===== src/rtl/salc_ram.sv =====
// ----------------------------------------------------------------------------
// salc_ram: generic single-write, single-read synchronous RAM
// One write port and one read port; the read data is registered.
// ----------------------------------------------------------------------------
module salc_ram #(
   parameter int WIDTH = 8,
   parameter int DEPTH = 64
) (
   input  logic                                         clock,
   input  logic                                         wr_en,
   input  logic [((DEPTH > 1) ? $clog2(DEPTH) : 1)-1:0] wr_addr,
   input  logic [WIDTH-1:0]                             wr_data,
   input  logic                                         rd_en,
   input  logic [((DEPTH > 1) ? $clog2(DEPTH) : 1)-1:0] rd_addr,
   output logic [WIDTH-1:0]                             rd_data
);

   logic [WIDTH-1:0] mem [DEPTH];
   logic [WIDTH-1:0] rd_data_ff;

   always_ff @(posedge clock) begin
      if (wr_en) begin
         mem[wr_addr] <= wr_data;
      end
      if (rd_en) begin
         rd_data_ff <= mem[rd_addr];
      end
   end

   assign rd_data = rd_data_ff;

endmodule


===== config.mk =====
export PLATFORM = sky130hd
export DESIGN_NAME = salc_ram
export DESIGN_NICKNAME = d
export VERILOG_FILES = /design/src/rtl/salc_ram.sv
export SDC_FILE = /design/constraint.sdc
export NUM_CORES = 1
export LEC_CHECK = 0
export ABC_CLOCK_PERIOD_IN_PS = 2300
export BUFFER_PORTS_ARGS = -buffer_cell sky130_fd_sc_hd__buf_4
export CAP_MARGIN = 40
export CORE_ASPECT_RATIO = 0.9
export CORE_UTILIZATION = 40
export DETAILED_ROUTE_END_ITERATION = 16
export GPL_ROUTABILITY_DRIVEN = 0
export REMOVE_ABC_BUFFERS = 1
export SYNTH_ARGS = -nofsm -noshare
export SYNTH_HDL_FRONTEND = slang
export SYNTH_SLANG_ARGS = --single-unit

===== constraint.sdc =====
create_clock -name clock -period 2.3 [get_ports clock]
set_input_delay 0.575 -clock clock [delete_from_list [all_inputs] [get_ports clock]]
set_output_delay 0.575 -clock clock [all_outputs]
set_load 0.01 [all_outputs]

==> run metrics <==
outcome finished, final reports clean; Final Cycle Share between 90% and 100%; Synth Cell Area 20200 um^2; Bufs on Longest Clock Path 3; Netlist cell types 39; GR Util met3 about 4.6%; worst slew pin tran between 0.7 and 0.8 ns; GRT met2 Usage between 20% and 30%; placed insts between 1500 and 2000; Max FO, Critical Path 17; clk_skew approximately 0.016 ns; Hold Vio Cnt, Final 0; R2R cell count 5; total track usage between 15 and 20%; Area Overhead vs Synth 19.7%; CP arrival 2.50 ns; CP cell instances clkbuf_8, buf_4, mux4_2, mux2_2, o22ai_1, nand2_1, o2bb2ai_1; M1 GR Usage a little over a quarter; final setup fails 0; Net Sw Frac between 10% and 20%; H-tree levels 2; Slew Limit Fails 0; Hold Slack 0.327 ns; vias per cell 5.39; Clock Power Share approximately 45%; synth warn 0; syn_area_per_cell 21.5 um^2; top post-synthesis cells by area edfxtp_1 77%, mux4_2 14%, nor2_1 1.5%; hold path endpoint rd_data[6]; Setup Buffers After CTS 0; GRT busiest layer met2; dpl cell area between 20000 and 25000 um^2; setup ws final about 0.15 ns; post-route ant nets 0; antenna violations before repair 2; die height about 220 um; site row count a little under 80; crit path time final about 2.2 ns; leak pwr around 7.9 nW; Multi-input gate area 4320 um^2; Core Box Area around 50000 um^2; kind of critical path primary input to flip-flop; Post-Place Worst Slack -0.483 ns; detailed placement HPWL 29.1 mm; WL per Instance 25.2 um; 1st-iter DRT viols just under 1000; Worst R2R End rd_data[4]; Required @ worst endpoint around 2.6 ns; clk_lat worst skew roughly 0.6 ns; maximum clock rate ~460 MHz; final setup TNS 0 ns; hold path startpoint rd_en; Finished Layout Cells about 1800; full die area 51500 um^2; Sequential Power Share slightly above 50%; RR Startpoint mem[21][4]; synthesized instance count 940; Detailed Routing Iterations Pass 1 5; Seq cells post-synth 520; TritonCTS Buffers 54; worst vdd ir between 500 and 600 uV; Buffers on Ports 30; fin util between 40% and 50%; CP max stage delay 0.51 ns; final WL 46.6 mm; first-pass GRT wire length between 60 and 70 mm; initial core utilization 40.9%; CTS tree done; Internal roughly 17 mW; Power Density 866 nW/um^2; share of the synthesized area in the top cell type between 70% and 80%; RSZ-0062 raised after global routing false; Hold Buf Count CTS 0; share of layout cells above drive strength 1 34.6%; Synth area leader edfxtp_1; Clk pin slew, worst setup/hold paths 0.06 ns; Worst setup SP type primary input; Max-slew headroom between 50% and 60%; Sink Count 520; Root Buffer clkbuf_16; final net count around 1200; Die X approximately 240 um; Top-Level Pins 31; CP endpoint kind flip-flop; Storage cell area approximately 16000 um^2; Hold Path Cell Cnt 1; Tot Pwr about 21 mW; switching power 4.17 mW; maxcap violations 0; number of global-route vias before repair around 10000; # DRC 0; buffer and inverter count on the worst path 2; grt total ovfl 0; final instance area 24200 um^2; cell family with most CP delay multiplexers; Resized cells post-CTS 0; r2r setup slk between 0.15 and 0.2 ns; hold crit path type primary input to flip-flop; Gate power share around 5.2%; Worst path slowest cell mux4_2; DR vias 9952; register area share after synthesis 77.1%; largest net degree at the start of global routing 65; # fillers between 4000 and 5000
## registers in the layout (all words and copies together) (netlist names)
name / flops
mem: 512
rd_data: 8
## kinds of logic (layout without fill, tap and decap cells)
family                 Yosys count  count (layout)  synth area share, %
DFF                            520             520                 77.1
other                            0               1                    0
muxes                          162             162                 15.9
and+or+nand+nor                153             153                 3.37
AOI/OAI and AO/OA               54              54                 2.06
buffers and inverters           51             286                 1.56
## worst max path at each step
stage | start | to | cells after the start
final | rd_addr[0] | rd_data[1] | 7
after global routing | rd_addr[0] | rd_data[6] | 8
after CTS | rd_addr[0] | rd_data[2] | 7
after detailed placement | rd_addr[0] | rd_data[2] | 7
after global placement | rd_addr[0] | rd_data[2] | 7
after floorplan | rd_addr[0] | rd_data[4] | 5
## routing by layer
metal  part of all wire (%)  wire [um]  vias to the layer above
li1                       -          -                     4321
met1                     44      20300                     5247
met2                     47      21900                      305
met3                    6.9       3200                       79
met4                    2.6       1220                        0
met5                      0          0                        -
## synth_stat cells
cell type,n
a211oi_1,4
nor4_1,2
nor2_1,83
a221oi_1,6
edfxtp_1,520
a31oi_1,1
mux2_2,13
nor3_1,7
a22oi_1,3
o2bb2ai_1,3
mux2i_1,23
or3_1,1
nor2b_1,14
nand4_1,2
o21ai_0,2
o311ai_1,1
nand4b_1,1
nand2_1,19
buf_4,13
buf_12,2
nand3b_1,3
o221a_2,2
o21a_1,2
buf_6,4
o41ai_1,2
o21ai_1,2
o22ai_1,8
clkbuf_1,17
nand2b_1,7
and2_1,1
o221ai_1,8
buf_1,4
a21oi_1,3
a2111oi_0,2
o2111ai_1,3
nand3_1,13
o32ai_1,2
mux4_2,126
buf_2,11
## power by group through the flow
stage | Clock [mW] | Sequential, mW | Combinational [mW]
3_3_place_gp | 0 | 10.7 | 1.09
4_1_cts | 9.53 | 10.5 | 1.11
2_1_floorplan | 0 | 10.7 | 0.407
6_report | 9.34 | 10.5 | 1.09
5_1_grt | 9.89 | 10.5 | 1.16
3_5_place_dp | 0 | 10.7 | 1.11
## cell usage in the layout, fill, tap and decap left out, types with 3 or more instances in the layout
master | synthesis | routed
nor3_1 | 7 | 7
nand2_1 | 19 | 19
o2111ai_1 | 3 | 3
mux2_2 | 13 | 13
mux2i_1 | 23 | 23
nand2b_1 | 7 | 7
mux4_2 | 126 | 126
edfxtp_1 | 520 | 520
a21oi_1 | 3 | 3
clkbuf_16 | 0 | 57
o2bb2ai_1 | 3 | 3
buf_4 | 13 | 174
nor2_1 | 83 | 83
clkinv_2 | 0 | 9
nand3b_1 | 3 | 3
nor2b_1 | 14 | 14
nand3_1 | 13 | 13
o221ai_1 | 8 | 8
clkinv_1 | 0 | 12
bufinv_16 | 0 | 12
a211oi_1 | 4 | 4
clkbuf_1 | 17 | 8
buf_12 | 2 | 11
a22oi_1 | 3 | 3
o22ai_1 | 8 | 8
a221oi_1 | 6 | 6
## cell type report
type,count,share of cell area [%]
Tap cell,671,3.46
Timing Repair Buffer,186,6.36
Multi-Input combinational cell,369,17.8
Clock buffer,65,6.01
Sequential cell,520,64.4
Antenna cell,1,0.0103
Clock inverter,35,1.92
Power figures use the tool's default switching activity.
